`config.mk`:
```
export PLATFORM = sky130hd
export DESIGN_NAME = bdm_queue
export DESIGN_NICKNAME = d
export VERILOG_FILES = /design/src/rtl/bayer_bggr_bilinear_demosaic_defines.svh /design/src/rtl/bdm_pkg.sv /design/src/rtl/bdm_queue.sv
export SDC_FILE = /design/constraint.sdc
export NUM_CORES = 1
export LEC_CHECK = 0
export ABC_CLOCK_PERIOD_IN_PS = 2500
export BUFFER_PORTS_ARGS = -buffer_cell sky130_fd_sc_hd__buf_2
export CORE_ASPECT_RATIO = 1.4
export CORE_MARGIN = 2
export CORE_UTILIZATION = 40
export CTS_CLUSTER_DIAMETER = 40
export CTS_CLUSTER_SIZE = 14
export DETAILED_ROUTE_END_ITERATION = 10
export PLACE_DENSITY = 0.66
export SLEW_MARGIN = 20
export SYNTH_ARGS = -nofsm -noshare
export SYNTH_HDL_FRONTEND = slang
export SYNTH_SLANG_ARGS = --single-unit
```
`constraint.sdc`:
```
create_clock -name clk -period 2.5 [get_ports clk]
set_input_delay 0.5 -clock clk [delete_from_list [all_inputs] [get_ports clk]]
set_output_delay 0.5 -clock clk [all_outputs]
set_load 0.03 [all_outputs]
```
`src/rtl/bayer_bggr_bilinear_demosaic_defines.svh`:
```
// Assertion macros for the BGGR demosaic block.
// Included by the top level; expects clk and rst_n in scope.
`ifndef BAYER_BGGR_BILINEAR_DEMOSAIC_DEFINES_SVH
`define BAYER_BGGR_BILINEAR_DEMOSAIC_DEFINES_SVH

// Same-cycle implication, disabled while in reset
`define BDM_ASSERT_NOW(label, ante, cons, msg) \
    label: assert property (@(posedge clk) disable iff (!rst_n) (ante) |-> (cons)) \
        else $error(msg);

// Next-cycle implication, disabled while in reset
`define BDM_ASSERT_NEXT(label, ante, cons, msg) \
    label: assert property (@(posedge clk) disable iff (!rst_n) (ante) |=> (cons)) \
        else $error(msg);

`endif

```
`src/rtl/bdm_pkg.sv`:
```
// Shared types and constants for the BGGR bilinear demosaic block.
// No dependencies; used by every file of the block but bdm_ram and the defines.
`default_nettype none

package bdm_pkg;

    // Default size limits and register reset values
    localparam int MAX_WIDTH_DEF  = 2048;
    localparam int MAX_HEIGHT_DEF = 2048;
    localparam int WIDTH_RESET    = 1280;
    localparam int HEIGHT_RESET   = 1023;
    localparam int WIDTH_MIN      = 4;
    localparam int HEIGHT_MIN     = 2;

    // Configuration port
    localparam int CFG_DW = 12;
    localparam int CFG_IW = 1;
    localparam logic [CFG_IW-1:0] REG_WIDTH  = 1'b0;
    localparam logic [CFG_IW-1:0] REG_HEIGHT = 1'b1;

    localparam int PIX_W   = 8;
    localparam int Q_DEPTH = 2;

    typedef logic [PIX_W-1:0] pix_t;

    // One window column, index 0 is the top row
    typedef logic [2:0][PIX_W-1:0] win_col_t;

    // Window column select
    typedef enum logic [1:0] {
        COL_LEFT  = 2'd0,
        COL_MID   = 2'd1,
        COL_RIGHT = 2'd2
    } col_sel_t;

    // Command from the front to the back for one item
    typedef struct packed {
        logic     shift;      // load a new column into the window
        logic     wr;         // store the sample into the line store
        logic     bank;       // line store bank holding the top row
        pix_t     pix;        // incoming sample
        logic     bot_mid;    // bottom row repeats the middle row (drain)
        logic     emit;       // this item produces a result
        col_sel_t cc;         // center column
        col_sel_t lc;         // left neighbor column
        col_sel_t rc;         // right neighbor column
        logic     top_clamp;  // top neighbor clamped to center row
        logic     bot_clamp;  // bottom neighbor clamped to center row
        logic     x_even;
        logic     y_even;
        logic     last;
    } bdm_cmd_t;

endpackage

`default_nettype wire

```
`src/rtl/bdm_queue.sv`:
```
// Short command queue between the front end and the back end.
// Depends on bdm_pkg.
`default_nettype none

module bdm_queue #(
    parameter int MAX_WIDTH = bdm_pkg::MAX_WIDTH_DEF
) (
    input  wire logic                         clk,
    input  wire logic                         rst_n,
    input  wire logic                         push,
    input  wire bdm_pkg::bdm_cmd_t            push_cmd,
    input  wire logic [$clog2(MAX_WIDTH)-1:0] push_addr,
    input  wire logic                         pop,
    output logic                              full,
    output logic                              head_valid,
    output bdm_pkg::bdm_cmd_t                 head_cmd,
    output logic      [$clog2(MAX_WIDTH)-1:0] head_addr
);
    import bdm_pkg::*;

    localparam int CW = $clog2(MAX_WIDTH);
    localparam int PW = (Q_DEPTH > 1) ? $clog2(Q_DEPTH) : 1;
    localparam int NW = $clog2(Q_DEPTH + 1);

    bdm_cmd_t      cmd_mem  [Q_DEPTH];
    logic [CW-1:0] addr_mem [Q_DEPTH];
    logic [PW-1:0] wr_ptr_reg, wr_ptr_next;
    logic [PW-1:0] rd_ptr_reg, rd_ptr_next;
    logic [NW-1:0] count_reg,  count_next;
    logic          do_push;
    logic          do_pop;

    assign full       = count_reg == NW'(Q_DEPTH);
    assign head_valid = count_reg != '0;
    assign head_cmd   = cmd_mem[rd_ptr_reg];
    assign head_addr  = addr_mem[rd_ptr_reg];
    assign do_push    = push && !full;
    assign do_pop     = pop && head_valid;

    // Pointer and fill count
    always_comb
    begin
        wr_ptr_next = wr_ptr_reg;
        rd_ptr_next = rd_ptr_reg;
        count_next  = count_reg;
        if (do_push)
            wr_ptr_next = (wr_ptr_reg == PW'(Q_DEPTH - 1)) ? '0 : wr_ptr_reg + PW'(1);
        if (do_pop)
            rd_ptr_next = (rd_ptr_reg == PW'(Q_DEPTH - 1)) ? '0 : rd_ptr_reg + PW'(1);
        if (do_push && !do_pop)
            count_next = count_reg + NW'(1);
        else if (do_pop && !do_push)
            count_next = count_reg - NW'(1);
    end

    always_ff @(posedge clk or negedge rst_n)
    begin
        if (!rst_n)
        begin
            wr_ptr_reg <= '0;
            rd_ptr_reg <= '0;
            count_reg  <= '0;
        end
        else
        begin
            wr_ptr_reg <= wr_ptr_next;
            rd_ptr_reg <= rd_ptr_next;
            count_reg  <= count_next;
        end
    end

    // Entry storage
    always_ff @(posedge clk)
    begin
        if (do_push)
        begin
            cmd_mem[wr_ptr_reg]  <= push_cmd;
            addr_mem[wr_ptr_reg] <= push_addr;
        end
    end

endmodule

`default_nettype wire

```
# [Word-level counts from Yosys, hierarchy flattened]
# Memory sizes are Yosys's and may differ from the RTL's.
# Index checks and enable logic that the tools add are counted.
[classes] bitwise=0 n_eq_ne=1 addsub=4 mul=0 reduce_logical=9 n_mux=6 magnitude_cmp=0 div_mod_pow=0 shifts=0
[op_table] cell="$logic_and 1x1->1" n=4
[op_table] cell="$mux 1" n=4
[op_table] cell="$mux 2" n=2
[op_table] cell="$reduce_bool 2->1" n=2
[op_table] cell="$logic_not 1->1" n=3
[op_table] cell="$add 1x1->1 const B" n=2
[op_table] cell="$add 2x1->2 const B" n=1
[op_table] cell="$eq 2x2->1 const B" n=1
[op_table] cell="$sub 2x1->2 const B" n=1
[word_totals] input_bits=39 latchBits=0 register_bits=4 wordCells=25 mem_count=2 output_inout_bits=37 ramBits=70 mem_bits_ro=0
[mem_list] name="cmd_mem" depth=2 width=24 rd=1 rd_clocked_by_memory_dff=0 wr=1 line="bdm_queue.sv:25" rtl="bdm_cmd_t cmd_mem [Q_DEPTH];"
[mem_list] name="addr_mem" depth=2 width=11 rd=1 rd_clocked_by_memory_dff=0 wr=1 line="bdm_queue.sv:26" rtl="logic [CW-1:0] addr_mem [Q_DEPTH];"

# [Longest topological paths before layout]
[depth] depth_word=7 depth_mapped=7 depth_no_buf=7

# [Worst setup path before layout]
# OpenSTA, ideal clock, no wires.
[synth_path] path_kind="reg2reg" start="register count_reg[0]" end="memory addr_mem[0][0] (netlist bit) (enable)" period_less_slack_ns=2.529 required_ns=2.073 stages_incl_launch_ff=4 setup_time_ns=0.427 path_slack_ns=-0.029 arrival_time_ns=2.102 path_buffers=0 path_cell_list="dfrtp_1 nand2b_1 nand2_1 nor2_1"
[synth_between] elab_chain_len=5
[synth_rtl] item="start, declared" line="bdm_queue.sv:29" rtl="logic [NW-1:0] count_reg, count_next;"
[synth_rtl] item="start signal, assigned" line="bdm_queue.sv:68" rtl="count_reg <= count_next;"
[synth_rtl] item="$eq 2x2->1" line="bdm_queue.sv:33" rtl="assign full = count_reg == NW'(Q_DEPTH);"
[synth_rtl] item="$logic_not 1->1" line="bdm_queue.sv:37" rtl="assign do_push = push && !full;"
[synth_rtl] item="$logic_and 1x1->1" line="bdm_queue.sv:37"
[synth_rtl] item="$mux 1" line="bdm_queue.sv:75" rtl="if (do_push)"
[synth_rtl] item="$mux 1 (not written as such)" line="bdm_queue.sv:78" rtl="addr_mem[wr_ptr_reg] <= push_addr;"
[synth_rtl] item="end, declared" line="bdm_queue.sv:26"
# Every way passes these cells.

# [Worst setup path after layout]
[layout_path] start="register rd_ptr_reg" end="output port head_addr[7]"
[layout_between] elab_chain_len=1
[layout_rtl] item="start, declared" line="bdm_queue.sv:28" rtl="logic [PW-1:0] rd_ptr_reg, rd_ptr_next;"
[layout_rtl] item="start signal, assigned" line="bdm_queue.sv:67" rtl="rd_ptr_reg <= rd_ptr_next;"
[layout_rtl] item="$mem_v2 2x11"
[layout_rtl] item="end, declared" line="bdm_queue.sv:17" rtl="output logic [$clog2(MAX_WIDTH)-1:0] head_addr"
# Every way passes these cells.

==> results_dict.tcl <==
set metrics [dict create \
    outcome "completed" \
    pin_count 76 \
    routed.top_layer "met4" \
    slowest_stage "dfrtp_2" \
    setup_tns_ps 0 \
    routedWlPerCell_um 14.6 \
    power_leakage_nw 1.43 \
    min_period_over_period_pct 81.8 \
    setup_slack_ps 454 \
    numCtsBuffers 9 \
    seq_area_frac_synth_pct 76.6 \
    ys_ff_latch 74 \
    cp_num_buf_inv 2 \
    cp.required_ps 2000 \
    cts_root_buffer "clkbuf_8" \
    worstMarginPinSlew_ps 443 \
    grtUsageTotal_pct 12.9 \
    ctsHoldBuffers 1 \
    synth_area_um2 2880 \
    grt_max_degree 20 \
    drv_slew 0 \
    critPathCaptureType "output pin" \
    clock-sinks 74 \
    yosysWarnings 0 \
    cts_setup_buffers 0 \
    min_period_ps 2050 \
    synth_nets 168 \
    die_area_um2 7900 \
    ant_nets 0 \
    met3_length_um 231 \
    start_util_pct 41.2 \
    rsz0062_at_grt "no" \
    grt_first_pass_wirelength_um 7070 \
    dr.pass1.iters 4 \
    crit_chain "buf_4 -> mux2_4 -> buf_2" \
    antenna_cells 0 \
    relSlewSlack_pct 70.5 \
    final_core_util_pct 50.5 \
    die-width_um 75.7 \
    cts_buffer_depth 2 \
    setup_viol 0 \
    syn-mean-instance-area_um2 22.5 \
    pwr_density_cell_nw_per_um2 1230 \
    hold_path_class "input pin to flip-flop" \
    core_um2 6980 \
    gp_congestion 0.682 \
    drv_cap 0 \
    synthCells 128 \
    cp_max_fo 19 \
    m1WireLength_um 1630 \
    avgViaCountPerCell 4.50 \
    drc 0 \
    vias 1423 \
    fin_area_um2 3520 \
    cp_top_family "buffers and inverters" \
    rows 36 \
    fin_skew_ps 4.91 \
    ctsResizeCount 0 \
    wl_met2_um 2610 \
    clk_latency_ps 340 \
    drt_wl_total_um 4610 \
    dp_hpwl_um 3180 \
    grt_pass1_vias 1482 \
    htree_levels 3 \
    clk_pin_slew_worst_paths_ps 70 \
    arrival_ps 1550 \
    hold_viol 0 \
    first_iter_violations 71 \
    final_layout_size_suffix_gt1_share_pct 59.3 \
    cts_tree "done" \
    fmax_ghz 0.489 \
    post_synth_num_cell_types 16 \
    crit_type "flip-flop to output pin" \
    place_ws_ps 789 \
    die_height_um 104 \
    gr-total-overflow 0 \
    postPlaceCellArea_um2 3360 \
    synthToLayoutAreaGrowth_pct 22.5 \
    nNetsFinal 256 \
    ir_drop_mv 0.933 \
    worstSetupStartpointType "flip-flop" \
    io_buffers 75 \
    slowest_delay_ps 350 \
    antenna_found_initial 0 \
    largest_register_ffs 48 \
]
metrics by stage:
| step | power [mW] | std cells | hold slack, ps |
|---|---|---|---|
| after global routing | 4.55 | 316 | 331 |
| after detailed placement | 3.66 | 299 | 316 |
| after floorplan | 3.28 | 128 | 204 |
| after global placement | 3.63 | 299 | 314 |
| final | 4.33 | 316 | 345 |
| after CTS | 4.40 | 316 | 326 |
kinds of logic after synthesis:
family | count (synthesis) | synth area share [%]
buf+inv | 6 | 2.74
xor+xnor | 5 | 1.52
fa+ha+maj | 1 | 0.435
mux | 35 | 17.5
flops | 74 | 76.6
simple gates | 7 | 1.26
layout make-up:
class,instances,area (µm²)
clock buffers,12,135
clock inverters,4,18.8
fillers,609,3460
inverters,2,7.51
multi-input cells,48,604
flip-flops and latches,74,2200
well taps,95,119
repair buffers,81,435
per-layer routing:
layer / up-vias / global-route usage, %
met1: 703 / 13.3
met4: 0 / 9.02
met2: 42 / 21.6
li1: 668 / -
met5: - / 0
met3: 10 / 3.39
final timing paths:
kind	startpoint	endpoint	slack (ps)	cells past startpoint
worst max-delay path	rd_ptr_reg$_DFFE_PN0P_	head_addr[7]	450	3
worst min-delay path	push_cmd[7]	cmd_mem[1][7]$_DFFE_PP_	340	1
worst max register to register	count_reg[0]$_DFFE_PN0P_	cmd_mem[1][10]$_DFFE_PP_	910	3
worst min register to register	count_reg[1]$_DFFE_PN0P_	count_reg[1]$_DFFE_PN0P_	500	1
max in group asynchronous	rst_n	rd_ptr_reg$_DFFE_PN0P_	1870	2
min in group asynchronous	rst_n	count_reg[1]$_DFFE_PN0P_	490	2
worst register-to-register path: stages, from the launching register on:
cell	delay (ps)
dfrtp_1	410
nand2b_1	160
and3_2	480
buf_12	230
report_power, final:
| group | switching [mW] | total (mW) | leakage, nW | internal, mW |
|---|---|---|---|---|
| clock network | 0.388 | 0.740 | 0.0816 | 0.352 |
| registers | 0.0870 | 1.79 | 0.696 | 1.70 |
| logic | 1.09 | 1.80 | 0.648 | 0.716 |
cells in the mapped netlist (all sizes together):
cell     n  share of area (%)
nand2    2               0.35
and3     1               0.22
mux2    35                 17
or2      1               0.22
edfxtp  70                 73
inv      2               0.26
dfrtp    4                3.5
nor2     2               0.26
xor2     2               0.61
ha       1               0.43
nand2b   1               0.22
xnor2    3               0.91
buf      4                2.5
cell usage in the layout (no fill, tap or decap):
master / netlist / routed
dfrtp_2: 0 / 1
dlygate4sd3_1: 0 / 1
xor2_1: 2 / 2
buf_4: 0 / 4
dfrtp_1: 4 / 3
mux2_4: 29 / 29
or2_1: 1 / 1
buf_12: 3 / 1
mux2_2: 6 / 6
buf_2: 0 / 75
nor2_1: 2 / 1
nand2b_1: 1 / 1
xnor2_1: 3 / 3
clkinv_2: 0 / 3
clkbuf_8: 0 / 9
nand2_2: 1 / 1
and3_2: 0 / 1
clkinv_1: 0 / 1
edfxtp_1: 70 / 70
nor2_4: 0 / 1
clkbuf_1: 0 / 3
nand2_1: 1 / 1
inv_1: 2 / 2
ha_1: 1 / 1
No activity file was read; power rests on OpenSTA's default activity.
