`src/rtl/bayer_bggr_bilinear_demosaic_defines.svh`:
```
// Assertion macros for the BGGR demosaic block.
// Included by the top level; expects clk and rst_n in scope.
`ifndef BAYER_BGGR_BILINEAR_DEMOSAIC_DEFINES_SVH
`define BAYER_BGGR_BILINEAR_DEMOSAIC_DEFINES_SVH

// Same-cycle implication, disabled while in reset
`define BDM_ASSERT_NOW(label, ante, cons, msg) \
    label: assert property (@(posedge clk) disable iff (!rst_n) (ante) |-> (cons)) \
        else $error(msg);

// Next-cycle implication, disabled while in reset
`define BDM_ASSERT_NEXT(label, ante, cons, msg) \
    label: assert property (@(posedge clk) disable iff (!rst_n) (ante) |=> (cons)) \
        else $error(msg);

`endif

```
`src/rtl/bdm_pkg.sv`:
```
// Shared types and constants for the BGGR bilinear demosaic block.
// No dependencies; used by every file of the block but bdm_ram and the defines.
`default_nettype none

package bdm_pkg;

    // Default size limits and register reset values
    localparam int MAX_WIDTH_DEF  = 2048;
    localparam int MAX_HEIGHT_DEF = 2048;
    localparam int WIDTH_RESET    = 1280;
    localparam int HEIGHT_RESET   = 1023;
    localparam int WIDTH_MIN      = 4;
    localparam int HEIGHT_MIN     = 2;

    // Configuration port
    localparam int CFG_DW = 12;
    localparam int CFG_IW = 1;
    localparam logic [CFG_IW-1:0] REG_WIDTH  = 1'b0;
    localparam logic [CFG_IW-1:0] REG_HEIGHT = 1'b1;

    localparam int PIX_W   = 8;
    localparam int Q_DEPTH = 2;

    typedef logic [PIX_W-1:0] pix_t;

    // One window column, index 0 is the top row
    typedef logic [2:0][PIX_W-1:0] win_col_t;

    // Window column select
    typedef enum logic [1:0] {
        COL_LEFT  = 2'd0,
        COL_MID   = 2'd1,
        COL_RIGHT = 2'd2
    } col_sel_t;

    // Command from the front to the back for one item
    typedef struct packed {
        logic     shift;      // load a new column into the window
        logic     wr;         // store the sample into the line store
        logic     bank;       // line store bank holding the top row
        pix_t     pix;        // incoming sample
        logic     bot_mid;    // bottom row repeats the middle row (drain)
        logic     emit;       // this item produces a result
        col_sel_t cc;         // center column
        col_sel_t lc;         // left neighbor column
        col_sel_t rc;         // right neighbor column
        logic     top_clamp;  // top neighbor clamped to center row
        logic     bot_clamp;  // bottom neighbor clamped to center row
        logic     x_even;
        logic     y_even;
        logic     last;
    } bdm_cmd_t;

endpackage

`default_nettype wire

```
`src/rtl/bdm_if.sv`:
```
// Stream interfaces: raw Bayer items in, RGB items out.
// Depends on bdm_pkg.
`default_nettype none

interface bdm_pix_if;
    import bdm_pkg::*;

    logic valid;
    logic ready;
    logic kind;
    pix_t raw_pixel;

    modport source (output valid, output kind, output raw_pixel, input ready);
    modport sink   (input valid, input kind, input raw_pixel, output ready);
endinterface


`default_nettype wire

```
`src/rtl/bdm_front.sv`:
```
// Front end: configuration registers, frame position counters and item
// classification into back-end commands. Depends on bdm_pkg, bdm_if.
`default_nettype none

module bdm_front #(
    parameter int MAX_WIDTH  = bdm_pkg::MAX_WIDTH_DEF,
    parameter int MAX_HEIGHT = bdm_pkg::MAX_HEIGHT_DEF
) (
    input  wire logic                             clk,
    input  wire logic                             rst_n,
    bdm_pix_if.sink                               pix_in,
    input  wire logic                             wr_en,
    input  wire logic [bdm_pkg::CFG_IW-1:0]       wr_index,
    input  wire logic [bdm_pkg::CFG_DW-1:0]       wr_data,
    input  wire logic                             q_full,
    output logic                                  q_push,
    output bdm_pkg::bdm_cmd_t                     q_cmd,
    output logic      [$clog2(MAX_WIDTH)-1:0]     q_addr
);
    import bdm_pkg::*;

    localparam int CW    = $clog2(MAX_WIDTH);
    localparam int WW    = $clog2(MAX_WIDTH + 1);
    localparam int HW    = $clog2(MAX_HEIGHT + 1);
    localparam int RW    = $clog2(MAX_HEIGHT + 2);
    localparam int W_RST = (WIDTH_RESET > MAX_WIDTH) ? MAX_WIDTH : WIDTH_RESET;
    localparam int H_RST = (HEIGHT_RESET > MAX_HEIGHT) ? MAX_HEIGHT : HEIGHT_RESET;

    logic [WW-1:0] width_reg,  width_next;
    logic [HW-1:0] height_reg, height_next;
    logic [CW-1:0] col_reg,    col_next;
    logic [RW-1:0] row_reg,    row_next;

    logic          accept;
    logic          is_drain;
    logic [RW-1:0] h_ext;
    logic          in_frame;
    logic          final_tick;
    logic          act;
    logic          col_zero;
    logic          col_one;
    logic          end_emit;
    logic          mid_emit;
    logic          col_wrap;
    logic [WW-1:0] wsat;
    logic [HW-1:0] hsat;

    assign pix_in.ready = !q_full;
    assign accept       = pix_in.valid && pix_in.ready;
    assign is_drain     = pix_in.kind;

    // Position classification
    assign h_ext      = RW'(height_reg);
    assign in_frame   = row_reg < h_ext;
    assign final_tick = is_drain && (row_reg > h_ext);
    assign act        = is_drain ? !in_frame : in_frame;
    assign col_zero   = col_reg == '0;
    assign col_one    = col_reg == CW'(1);
    // Last column of the row two above (also the final drain tick)
    assign end_emit   = col_zero && (row_reg >= RW'(2));
    // Previous column of the row above
    assign mid_emit   = !col_zero && (row_reg != '0);
    assign col_wrap   = ({1'b0, col_reg} + (CW+1)'(1)) >= (CW+1)'(width_reg);

    // Register write saturation
    always_comb
    begin
        if (wr_data < CFG_DW'(WIDTH_MIN))
            wsat = WW'(WIDTH_MIN);
        else if (int'(wr_data) > MAX_WIDTH)
            wsat = WW'(MAX_WIDTH);
        else
            wsat = WW'(wr_data);

        if (wr_data < CFG_DW'(HEIGHT_MIN))
            hsat = HW'(HEIGHT_MIN);
        else if (int'(wr_data) > MAX_HEIGHT)
            hsat = HW'(MAX_HEIGHT);
        else
            hsat = HW'(wr_data);
    end

    // Command build
    always_comb
    begin
        q_cmd.shift     = !final_tick;
        q_cmd.wr        = !is_drain;
        q_cmd.bank      = row_reg[0];
        q_cmd.pix       = pix_in.raw_pixel;
        q_cmd.bot_mid   = is_drain;
        q_cmd.emit      = end_emit || mid_emit;
        q_cmd.cc        = final_tick ? COL_RIGHT : COL_MID;
        if (final_tick)
        begin
            q_cmd.lc = COL_MID;
            q_cmd.rc = COL_RIGHT;
        end
        else if (end_emit)
        begin
            // Pre-shift columns 1 and 2 sit at 0 and 1 after the shift
            q_cmd.lc = COL_LEFT;
            q_cmd.rc = COL_MID;
        end
        else
        begin
            q_cmd.lc = col_one ? COL_MID : COL_LEFT;
            q_cmd.rc = COL_RIGHT;
        end
        q_cmd.top_clamp = end_emit ? (row_reg == RW'(2)) : (row_reg == RW'(1));
        q_cmd.bot_clamp = end_emit ? (row_reg > h_ext) : (row_reg >= h_ext);
        q_cmd.x_even    = end_emit ? width_reg[0] : col_reg[0];
        q_cmd.y_even    = end_emit ? !row_reg[0] : row_reg[0];
        q_cmd.last      = final_tick;
        q_addr          = col_reg;
        q_push          = accept && act;
    end

    // Counter and register next state
    always_comb
    begin
        width_next  = width_reg;
        height_next = height_reg;
        col_next    = col_reg;
        row_next    = row_reg;
        if (wr_en)
        begin
            unique case (wr_index)
                REG_WIDTH:  width_next  = wsat;
                REG_HEIGHT: height_next = hsat;
            endcase
            col_next = '0;
            row_next = '0;
        end
        else if (accept && act)
        begin
            if (final_tick)
            begin
                col_next = '0;
                row_next = '0;
            end
            else if (col_wrap)
            begin
                col_next = '0;
                row_next = row_reg + RW'(1);
            end
            else
            begin
                col_next = col_reg + CW'(1);
            end
        end
    end

    always_ff @(posedge clk or negedge rst_n)
    begin
        if (!rst_n)
        begin
            width_reg  <= WW'(W_RST);
            height_reg <= HW'(H_RST);
            col_reg    <= '0;
            row_reg    <= '0;
        end
        else
        begin
            width_reg  <= width_next;
            height_reg <= height_next;
            col_reg    <= col_next;
            row_reg    <= row_next;
        end
    end

endmodule

`default_nettype wire

```
`src/flat_wrapper.sv`:
```
// flat-port wrapper written by rule: the top's interface ports become plain ports
module bdm_front_flat import bdm_pkg::*;
#(
    parameter int MAX_WIDTH  = bdm_pkg::MAX_WIDTH_DEF,
    parameter int MAX_HEIGHT = bdm_pkg::MAX_HEIGHT_DEF
)
  (clk, rst_n, wr_en, wr_index, wr_data, q_full, q_push, q_cmd, q_addr, pix_in_valid, pix_in_kind, pix_in_raw_pixel, pix_in_ready);
  bdm_pix_if pix_in_i ();
  input  wire logic clk;
  input  wire logic rst_n;
  input  wire logic wr_en;
  input  wire logic [bdm_pkg::CFG_IW-1:0] wr_index;
  input  wire logic [bdm_pkg::CFG_DW-1:0] wr_data;
  input  wire logic q_full;
  output logic q_push;
  output bdm_pkg::bdm_cmd_t q_cmd;
  output logic      [$clog2(MAX_WIDTH)-1:0] q_addr;
  input wire logic [$bits(pix_in_i.valid)-1:0] pix_in_valid;
  input wire logic [$bits(pix_in_i.kind)-1:0] pix_in_kind;
  input wire logic [$bits(pix_in_i.raw_pixel)-1:0] pix_in_raw_pixel;
  output wire logic [$bits(pix_in_i.ready)-1:0] pix_in_ready;
  assign pix_in_i.valid = pix_in_valid;
  assign pix_in_i.kind = pix_in_kind;
  assign pix_in_i.raw_pixel = pix_in_raw_pixel;
  assign pix_in_ready = pix_in_i.ready;
  bdm_front #(.MAX_WIDTH(MAX_WIDTH), .MAX_HEIGHT(MAX_HEIGHT)) u_core (.clk(clk), .rst_n(rst_n), .pix_in(pix_in_i), .wr_en(wr_en), .wr_index(wr_index), .wr_data(wr_data), .q_full(q_full), .q_push(q_push), .q_cmd(q_cmd), .q_addr(q_addr));
endmodule
```
`config.mk`:
```
export PLATFORM = sky130hd
export DESIGN_NAME = bdm_front_flat
export DESIGN_NICKNAME = d
export VERILOG_FILES = /design/src/rtl/bayer_bggr_bilinear_demosaic_defines.svh /design/src/rtl/bdm_pkg.sv /design/src/rtl/bdm_if.sv /design/src/rtl/bdm_front.sv /design/src/flat_wrapper.sv
export SDC_FILE = /design/constraint.sdc
export NUM_CORES = 1
export LEC_CHECK = 0
export BUFFER_PORTS_ARGS = -buffer_cell sky130_fd_sc_hd__buf_2
export CAP_MARGIN = 10
export CORE_ASPECT_RATIO = 1.2
export CORE_MARGIN = 2
export CORE_UTILIZATION = 50
export DETAILED_ROUTE_END_ITERATION = 7
export GPL_ROUTABILITY_DRIVEN = 0
export PLACE_DENSITY = 0.77
export SKIP_LAST_GASP = 1
export SYNTH_ARGS = -nofsm -noshare
export SYNTH_HDL_FRONTEND = slang
export SYNTH_SLANG_ARGS = --single-unit
```
`constraint.sdc`:
```
create_clock -name clk -period 3.45 [get_ports clk]
set_input_delay 0.69 -clock clk [delete_from_list [all_inputs] [get_ports clk]]
set_output_delay 0.69 -clock clk [all_outputs]
set_load 0.03 [all_outputs]
```
[After elaboration in Yosys (flattened, before gate mapping)]
Index checks and enable logic that the tools add are counted.
W data, S select, Z words.
Word-level totals
  input bits: 27
  bits in registers: 47
  output and inout port bits: 37
  logic and storage cells: 58
Operators by class
  multiplexer cells: 20
  equality and inequality tests: 3
  bitwise logic cells: 1
  reduce and logical (&&, ||, !) cells: 19
  order comparisons: 8
  add/sub/neg operators: 3
Operators with widths (number)
  $mux W12: 7
  $mux W11: 4
  $ge A12 B12 Y1: 2
  $add A11 B1 Y12 const B: 1
  $add A12 B1 Y12 const B: 1
  $eq A12 B1 Y1 const B: 1
  $eq A12 B2 Y1 const B: 1
  $ge A12 B2 Y1 const B: 1
  $gt A12 B12 Y1: 1
  $gt A12 B12 Y1 const B: 1
  $lt A12 B12 Y1: 1
  $lt A12 B2 Y1 const B: 1
  $lt A12 B3 Y1 const B: 1
  $reduce_bool A12 Y1: 1
  $add A11 B1 Y11 const B: 1
  $eq A11 B1 Y1 const B: 1
  $logic_not A11 Y1: 1
  $mux W4: 2
  $logic_not A1 Y1: 6
  $mux W1: 6
  $reduce_and A2 Y1: 3
  $logic_and A1 B1 Y1: 5
  $reduce_bool A3 Y1: 1
  $mux W2: 1
  other kinds (3): 3

[Longest topological paths before layout]
Gate-level depths: netlist of the first run.
  depth after elaboration: 6
  mapped depth: 14
  mapped depth without buffers: 12

[Least setup slack after synthesis of the first run]
OpenSTA, ideal clock, no wires.
  path type: register to register
  from: reg u_core.col_reg[0], in the netlist u_core.q_addr[0]
  to: reg u_core.row_reg[4]
  stages on the path, launching flop included: 15
  buffers on the path: 2
  required time: 3.318 ns
  setup time: 0.132 ns
  path slack: 0.086 ns
  clock period less this slack: 3.364 ns
  data arrival time: 3.232 ns
  path through: dfrtp_1 ha_1 nand3_1 nor2_1 and4_1 and3_1 xor2_1 ha_1 a211o_1 a211o_1 clkbuf_1 and2_1 clkbuf_1 a41oi_1 a31oi_1
On the way
  longest elaborated chain between the ends: 4
Ends and longest elaborated chain
  start, declared: RTL line bdm_front.sv:31  | logic [CW-1:0] col_reg, col_next;
  start signal, assigned: RTL line bdm_front.sv:166  | col_reg <= col_next;
  $add A11 B1 Y12: RTL line bdm_front.sv:63  | assign col_wrap = ({1'b0, col_reg} + (CW+1)'(1)) >= (CW+1)'(width_reg);
  $ge A12 B12 Y1: RTL line bdm_front.sv:63
  $reduce_bool A3 Y1 (no source line)
  $reduce_and A2 Y1 (no source line)
  end signal, assigned: RTL line bdm_front.sv:167  | row_reg <= row_next;
  end, declared: RTL line bdm_front.sv:32  | logic [RW-1:0] row_reg, row_next;
No other way between the ends.
A chain may end at the register's enable or synchronous reset.

[Worst setup path in the final report of the first run]
  from: reg u_core.height_reg[7], in the netlist u_core.h_ext[7]
  to: out q_push
On the way
  longest elaborated chain between the ends: 4
Ends and longest elaborated chain
  start, declared: RTL line bdm_front.sv:30  | logic [HW-1:0] height_reg, height_next;
  start signal, assigned: RTL line bdm_front.sv:158  | height_reg <= HW'(H_RST);
  start signal, assigned: RTL line bdm_front.sv:165  | height_reg <= height_next;
  $lt A12 B12 Y1 *: RTL line bdm_front.sv:54  | assign in_frame = row_reg < h_ext;
  $logic_not A1 Y1: RTL line bdm_front.sv:56  | assign act = is_drain ? !in_frame : in_frame;
  $mux W1 *: RTL line bdm_front.sv:56
  $logic_and A1 B1 Y1 *: RTL line bdm_front.sv:115  | q_push = accept && act;
  end, declared: RTL line flat_wrapper.sv:15  | output logic q_push;
Mark *: on every way between the ends. The rest lies on a longest branch, timed or not.

==> results of run 1 <==
[final timing paths]
kind	start	end	slack, ns
min	u_core.h_ext[1]	u_core.h_ext[1]	0.48
min reg2reg	u_core.h_ext[1]	u_core.h_ext[1]	0.48
max in group asynchronous	rst_n	u_core.h_ext[10]	2.23
min in group asynchronous	rst_n	u_core.width_reg[4]	0.56
max	u_core.h_ext[7]	q_push	0.12
max reg2reg	u_core.q_addr[1]	u_core.q_addr[5]	0.25
[layout by cell type, fill, tap and decap left out, types with 3 or more instances in the layout]
cell type  count
a21oi_1       18
a22o_1         9
a22o_2         9
a31oi_1       10
a41oi_1        3
and2_1         6
and3_1         7
buf_2         46
buf_4          8
clkbuf_8       6
dfrtp_1       35
dfstp_2       12
ha_1          30
inv_1         40
mux2i_1        4
nand2_1       37
nand2b_1       6
nand3_1       14
nand4_1        8
nor2_1        16
nor2b_1        3
nor3_1         3
nor4_1         4
o21ai_0       15
o22ai_1        7
o31ai_1        8
xnor2_1        6
[tightest hold or removal path, delay by kind of cell (launching register included)]
kind            cells  cell delay, ns
flops               1            0.38
compound gates      1            0.06
simple gates        1            0.05
[report_power, final]
part | switching (mW) | total, mW | internal (mW)
sequential | 0.0200 | 0.613 | 0.593
clock | 0.188 | 0.423 | 0.235
combinational | 0.159 | 0.253 | 0.0945
[per-stage QoR]
step | hold WS, ns | util (%)
floorplan | 0.394 | -
global placement | 0.463 | 55.2
detailed placement | 0.469 | 55.2
CTS | 0.481 | 57.0
global route | 0.514 | 57.3
finish | 0.482 | 57.3
[logic make-up after synthesis]
family | after synthesis
compound gates | 98
xor+xnor | 8
fa+ha+maj | 31
buf+inv | 69
flops | 47
mux | 6
other cells | 1
simple gates | 118
[metal layers]
| layer | vias up | GRT usage [%] | part of all wire, % |
|---|---|---|---|
| met3 | 16 | 3.28 | 6.4 |
| met1 | 1364 | 29.5 | 42 |
| met5 | - | 0 | 0 |
| met4 | 0 | 7.16 | 2.2 |
| met2 | 103 | 39.9 | 49 |
| li1 | 1404 | - | - |
[layout make-up]
class | instances | area, um2 | share of cell area, %
Inverter | 40 | 150 | 4.07
Timing Repair Buffer | 54 | 290 | 7.86
Multi-Input combinational cell | 262 | 1840 | 49.7
Clock inverter | 2 | 35.0 | 0.949
Tap cell | 85 | 106 | 2.88
Clock buffer | 6 | 82.6 | 2.24
Sequential cell | 47 | 1190 | 32.3
==> run_results.csv, run 1 <==
group,metric,value,unit
run_status,status,"finished clean",
grt,grt_pass1_vias,2725,
place,placed_cell_area,3560,um2
yosys,synth-seq-area-share,35.7,%
sta,max_slew_margin,30.6,%
worst_setup_path,critPathTopFamily,"compound AO/OA/AOI/OAI gates",
routing,drt-initial-drc-count,348,
routing,dr.pass1.iters,4,
cts,ctsHoldBuffers,0,
worst_setup_path,arrival,2.64,ns
grt,grt_usage,23.0,%
yosys,synth_commonest_cells,"inv_1, nand2_1, dfrtp_1",
worst_setup_path,end_kind,"output port",
grt,antenna_found_initial,0,
yosys,syn_nets,436,
routing,vias,2887,
yosys,ys_seq_elements,47,
routing,drc,0,
yosys,ys_top_cells_by_area,"dfrtp_1, ha_1, dfstp_2",
cts,numCtsBuffers,5,
sta,final_max_slew_viol_count,0,
floorplan,rows,32,
cts,cts-root-buf,"clkbuf_8",
worst_setup_path,start_kind,"flop",
sta,finalWorstSetupSlack,0.121,ns
power,power,1.29,mW
power,vdd_drop_max,306,uV
floorplan,start_util,51.8,%
floorplan,die_w,78.6,um
cts,cts.sinks,47,
layout,nets,468,
yosys,synth_top_family_by_area,"compound AO/OA/AOI/OAI gates",
yosys,synth-xor-area-share,2.10,%
min_path,hold_depth,2,
place,portBuffers,46,
grt,grt_max_degree,48,
yosys,synthAdderAreaFrac,11.6,%
yosys,synth.area.mux_share,1.87,%
place,dp.cells,488,
worst_setup_path,worstPathRequired,2.76,ns
worst_setup_path,worstSetupPathType,"reg2out",
sta,rsz0062_at_grt,"false",
worst_setup_path,slowest_stage,"a2111oi_0",
sta,tns,0,ns
place,place_ws,0.222,ns
sta,min_period_over_period,96.5,%
routing,wire_per_inst,16.1,um
layout,area_growth,10.5,%
yosys,ys_async_sr_fraction,100,%
sta,setup_violations,0,
yosys,yosys.area.top_type,"dfrtp_1",
floorplan,die_y,93.5,um
floorplan,die_area,7350,um2
yosys,synth_edf_count,0,
worst_setup_path,crit_chain,"inv_1 -> ha_1 -> a21oi_1 -> o21ai_0 -> a2111oi_0 -> a21o_1 -> buf_2",
layout,final_area,3690,um2
routing,vias_per_cell,5.82,
layout,finalNonFillerCells,496,
layout,fillers,589,
min_path,hold_path_class,"reg2reg",
cts,clk_pin_slew,0.08,ns
worst_setup_path,cp_max_fo,5,
yosys,synthCells,378,
routing,routed_wl,7.96,mm
worst_setup_path,cp_num_buf_inv,2,
cts,cts_buffer_depth,2,
floorplan,io_pins,64,
yosys,synth_top_area_share,26.2,%
yosys,yosys.area_share.simple,18.4,%
flow_run,timing.max_cap.violations,0,
grt,grt_pass1_wl,13.2,mm
routing,drtAntennaViolNets,0,
layout,layout-drive-gt1-share,23.6,%
yosys,synth_cell_types,53,
sta,tightest_slew,1.04,ns
yosys,ys.flop_type,"dfrtp_1",
grt,global_route.overflow_total,0,
yosys,synth_compound_area_share,20.5,%
sta,fmax,300,MHz
place,dp_hpwl,6.00,mm
cts,h-tree-depth,2,
cts,cts_tree,"yes",
floorplan,coreArea,6450,um2
yosys,postSynthAreaPerCell,8.83,um2
cts,post_cts_resized,0,
yosys,syn_area,3340,um2
yosys,synth.most_common_cell,"inv_1",
yosys,ys_warn_count,0,
worst_setup_path,slowest_delay,0.64,ns
sta,fin_skew,0.00976,ns
worst_setup_path,cp_num_cells,7,
cts,clk_latency,0.31,ns
power,power.density,349,nW/um2
cts,post_cts_buffers,0,
power,p_leak,1.78,nW
sta,period_minus_slack,3.33,ns
layout,antenna_cells,0,
worst_setup_path,r2r_cells,12,
sta,final_hold_viol_count,0,
Note: power is estimated with default switching activity, not from simulation.
==> inputs of run 2 (changes only) <==
--- a/config.mk
+++ b/config.mk
@@ -5,14 +5,17 @@
 export SDC_FILE = /design/constraint.sdc
 export NUM_CORES = 1
 export LEC_CHECK = 0
+export ABC_AREA = 1
 export BUFFER_PORTS_ARGS = -buffer_cell sky130_fd_sc_hd__buf_2
 export CAP_MARGIN = 10
+export CELL_PAD_IN_SITES_DETAIL_PLACEMENT = 0
+export CELL_PAD_IN_SITES_GLOBAL_PLACEMENT = 1
 export CORE_ASPECT_RATIO = 1.2
 export CORE_MARGIN = 2
-export CORE_UTILIZATION = 50
+export CORE_UTILIZATION = 41
 export DETAILED_ROUTE_END_ITERATION = 7
 export GPL_ROUTABILITY_DRIVEN = 0
-export PLACE_DENSITY = 0.77
+export PLACE_DENSITY = 0.85
 export SKIP_LAST_GASP = 1
 export SYNTH_ARGS = -nofsm -noshare
 export SYNTH_HDL_FRONTEND = slang
==> run 2 against run 1 <==
Against the previous run:
- worst hold slack got worse by 0.0022 ns
- clock skew fell by 0.0011 ns
- via count grew 11%
- area after synthesis increased by 12%
- critical path depth rose by 4
- clock power is 22% lower
- non-clock buffer count shrank 6
- synthesized cell count is 37% higher
- sequential power increased by 6.2%
- global-route usage fell by 4.0 points
==> run_results.csv, run 2 <==
group,metric,value,unit
run_status,status,"finished clean",
yosys,synth_compound_area_share,6.93,%
yosys,postSynthAreaPerCell,7.23,um2
layout,final_common_cell,"nand2_1",
sta,tns,0,ns
worst_setup_path,arrival,2.32,ns
cts,cts.sinks,47,
sta,final_hold_viol_count,0,
cts,clk_latency,0.31,ns
place,portBuffers,46,
yosys,ys.flop_type,"dfrtp_1",
floorplan,die_area,9940,um2
routing,wire_per_inst,13.3,um
yosys,synth_commonest_cells,"nand2_1, inv_1, nor2_1",
sta,min_period_over_period,87.2,%
sta,fmax,332,MHz
grt,grt_pass1_wl,14.9,mm
cts,h-tree-depth,2,
layout,layout-drive-gt1-share,20.4,%
cts,cts_buffer_depth,2,
routing,drtAntennaViolNets,0,
yosys,synth.area.mux_share,0,%
routing,vias_per_cell,4.80,
sta,max_slew_margin,29.5,%
yosys,ys_top_cells_by_area,"dfrtp_1, nand2_1, ha_1",
yosys,synthCells,519,
yosys,synth_top_area_share,23.3,%
yosys,syn_area,3750,um2
yosys,ys_warn_count,0,
yosys,synth-xor-area-share,2.80,%
cts,clk_pin_slew,0.09,ns
power,p_leak,2.18,nW
worst_setup_path,cp_max_fo,13,
floorplan,die_w,91.3,um
yosys,synth_edf_count,0,
yosys,yosys.area_share.simple,34.6,%
yosys,ys_seq_elements,47,
layout,antenna_cells,0,
routing,drc,0,
yosys,synth_top_family_by_area,"simple AND/OR/NAND/NOR gates",
yosys,syn_nets,577,
sta,final_max_slew_viol_count,0,
layout,most-common-layout-cells,"nand2_1, inv_1, nor2_1, buf_2, nand3_1",
layout,area_growth,7.37,%
power,power.density,408,nW/um2
grt,grt_usage,18.9,%
place,dp_hpwl,7.14,mm
sta,rsz0062_at_grt,"false",
routing,dr.pass1.iters,4,
floorplan,start_util,41.8,%
routing,routed_wl,8.91,mm
yosys,yosys.area.top_type,"dfrtp_1",
worst_setup_path,worstSetupPathType,"reg2out",
worst_setup_path,end_kind,"output port",
cts,cts-root-buf,"clkbuf_8",
yosys,ys_async_sr_fraction,100,%
sta,setup_violations,0,
flow_run,timing.max_cap.violations,0,
yosys,synth-seq-area-share,31.7,%
power,vdd_drop_max,145,uV
grt,global_route.overflow_total,0,
floorplan,rows,38,
power,power,1.64,mW
cts,post_cts_resized,0,
grt,antenna_found_initial,0,
yosys,synthAdderAreaFrac,10.3,%
floorplan,die_y,109,um
cts,ctsHoldBuffers,0,
layout,nets,606,
sta,fin_skew,0.00865,ns
cts,numCtsBuffers,5,
floorplan,io_pins,64,
min_path,hold_path_class,"reg2reg",
routing,drt-initial-drc-count,101,
worst_setup_path,start_kind,"flop",
floorplan,coreArea,8990,um2
sta,fin_hold_ws,0.480,ns
grt,grt_pass1_vias,3117,
sta,period_minus_slack,3.01,ns
worst_setup_path,worstPathRequired,2.76,ns
yosys,synth.most_common_cell,"nand2_1",
sta,tightest_slew,1.06,ns
cts,post_cts_buffers,0,
yosys,synth_cell_types,39,
routing,vias,3213,
grt,grt_max_degree,48,
cts,cts_tree,"yes",
==> run 2: changes by cell type after synthesis, moves of 10 or more <==
cell / delta
a31oi_1: -10
nand2_1: +91
nor2_1: +38
a21oi_1: -11
nand3_1: +25
nand2_2: +19
inv_1: +36
==> run 2: stage by stage <==
step / cell area, um2 / instances / setup slack [ns] / utilization, %
after floorplan: 3750 / 519 / 0.647 / -
after global placement: 3950 / 661 / 0.633 / 43.9
after detailed placement: 3950 / 661 / 0.561 / 43.9
after CTS: 4030 / 669 / 0.413 / 44.8
after global routing: 4030 / 669 / 0.195 / 44.8
final: 4030 / 669 / 0.442 / 44.8
==> run 2: routing by layer <==
metal | track usage, % | vias up | part of all wire (%)
li1 | - | 1667 | -
met1 | 22.0 | 1479 | 42
met2 | 35.4 | 54 | 53
met3 | 2.56 | 13 | 2.4
met4 | 7.14 | 0 | 2.2
met5 | 0 | - | 0
==> run 2: power breakdown <==
group / internal [mW] / switching (mW)
sequential: 0.605 / 0.0460
clock: 0.139 / 0.190
combinational: 0.198 / 0.466
==> run 2: path summary, 6_finish.rpt <==
path / start / end / slack, ns / cells past startpoint
worst max-delay path: u_core.h_ext[9] / q_cmd[10] / 0.44 / 11
worst min-delay path: u_core.width_reg[8] / u_core.width_reg[8] / 0.48 / 2
worst max register to register: u_core.q_addr[0] / u_core.row_reg[3] / 0.54 / 17
worst min register to register: u_core.width_reg[8] / u_core.width_reg[8] / 0.48 / 2
max in group asynchronous: rst_n / u_core.q_addr[4] / 2.23 / 1
min in group asynchronous: rst_n / u_core.h_ext[11] / 0.57 / 1
==> run 2: logic make-up after synthesis <==
group | Yosys count
AOI/OAI and AO/OA | 44
xor gates and xnor gates | 12
adders and majority gates | 31
buffers and inverters | 107
DFF | 47
other | 1
and+or+nand+nor | 277
==> run 2: final cells by class <==
| cell class | instances | area [um2] |
|---|---|---|
| Fill cell | 928 | 4960 |
| Tap cell | 120 | 150 |
| Clock inverter | 3 | 15.0 |
| Multi-Input combinational cell | 365 | 2060 |
| Inverter | 81 | 304 |
| Timing Repair Buffer | 48 | 245 |
| Sequential cell | 47 | 1190 |
| Clock buffer | 5 | 68.8 |
==> run 2: worst max-delay path, stage by stage (launching register included) <==
cell	delay, ns
dfstp_2	0.54
inv_1	0.04
ha_1	0.28
nand2_1	0.05
inv_1	0.06
nand2_2	0.07
nor2_4	0.17
nand2_2	0.10
nand3_4	0.08
nand3_4	0.16
inv_2	0.21
buf_2	0.23
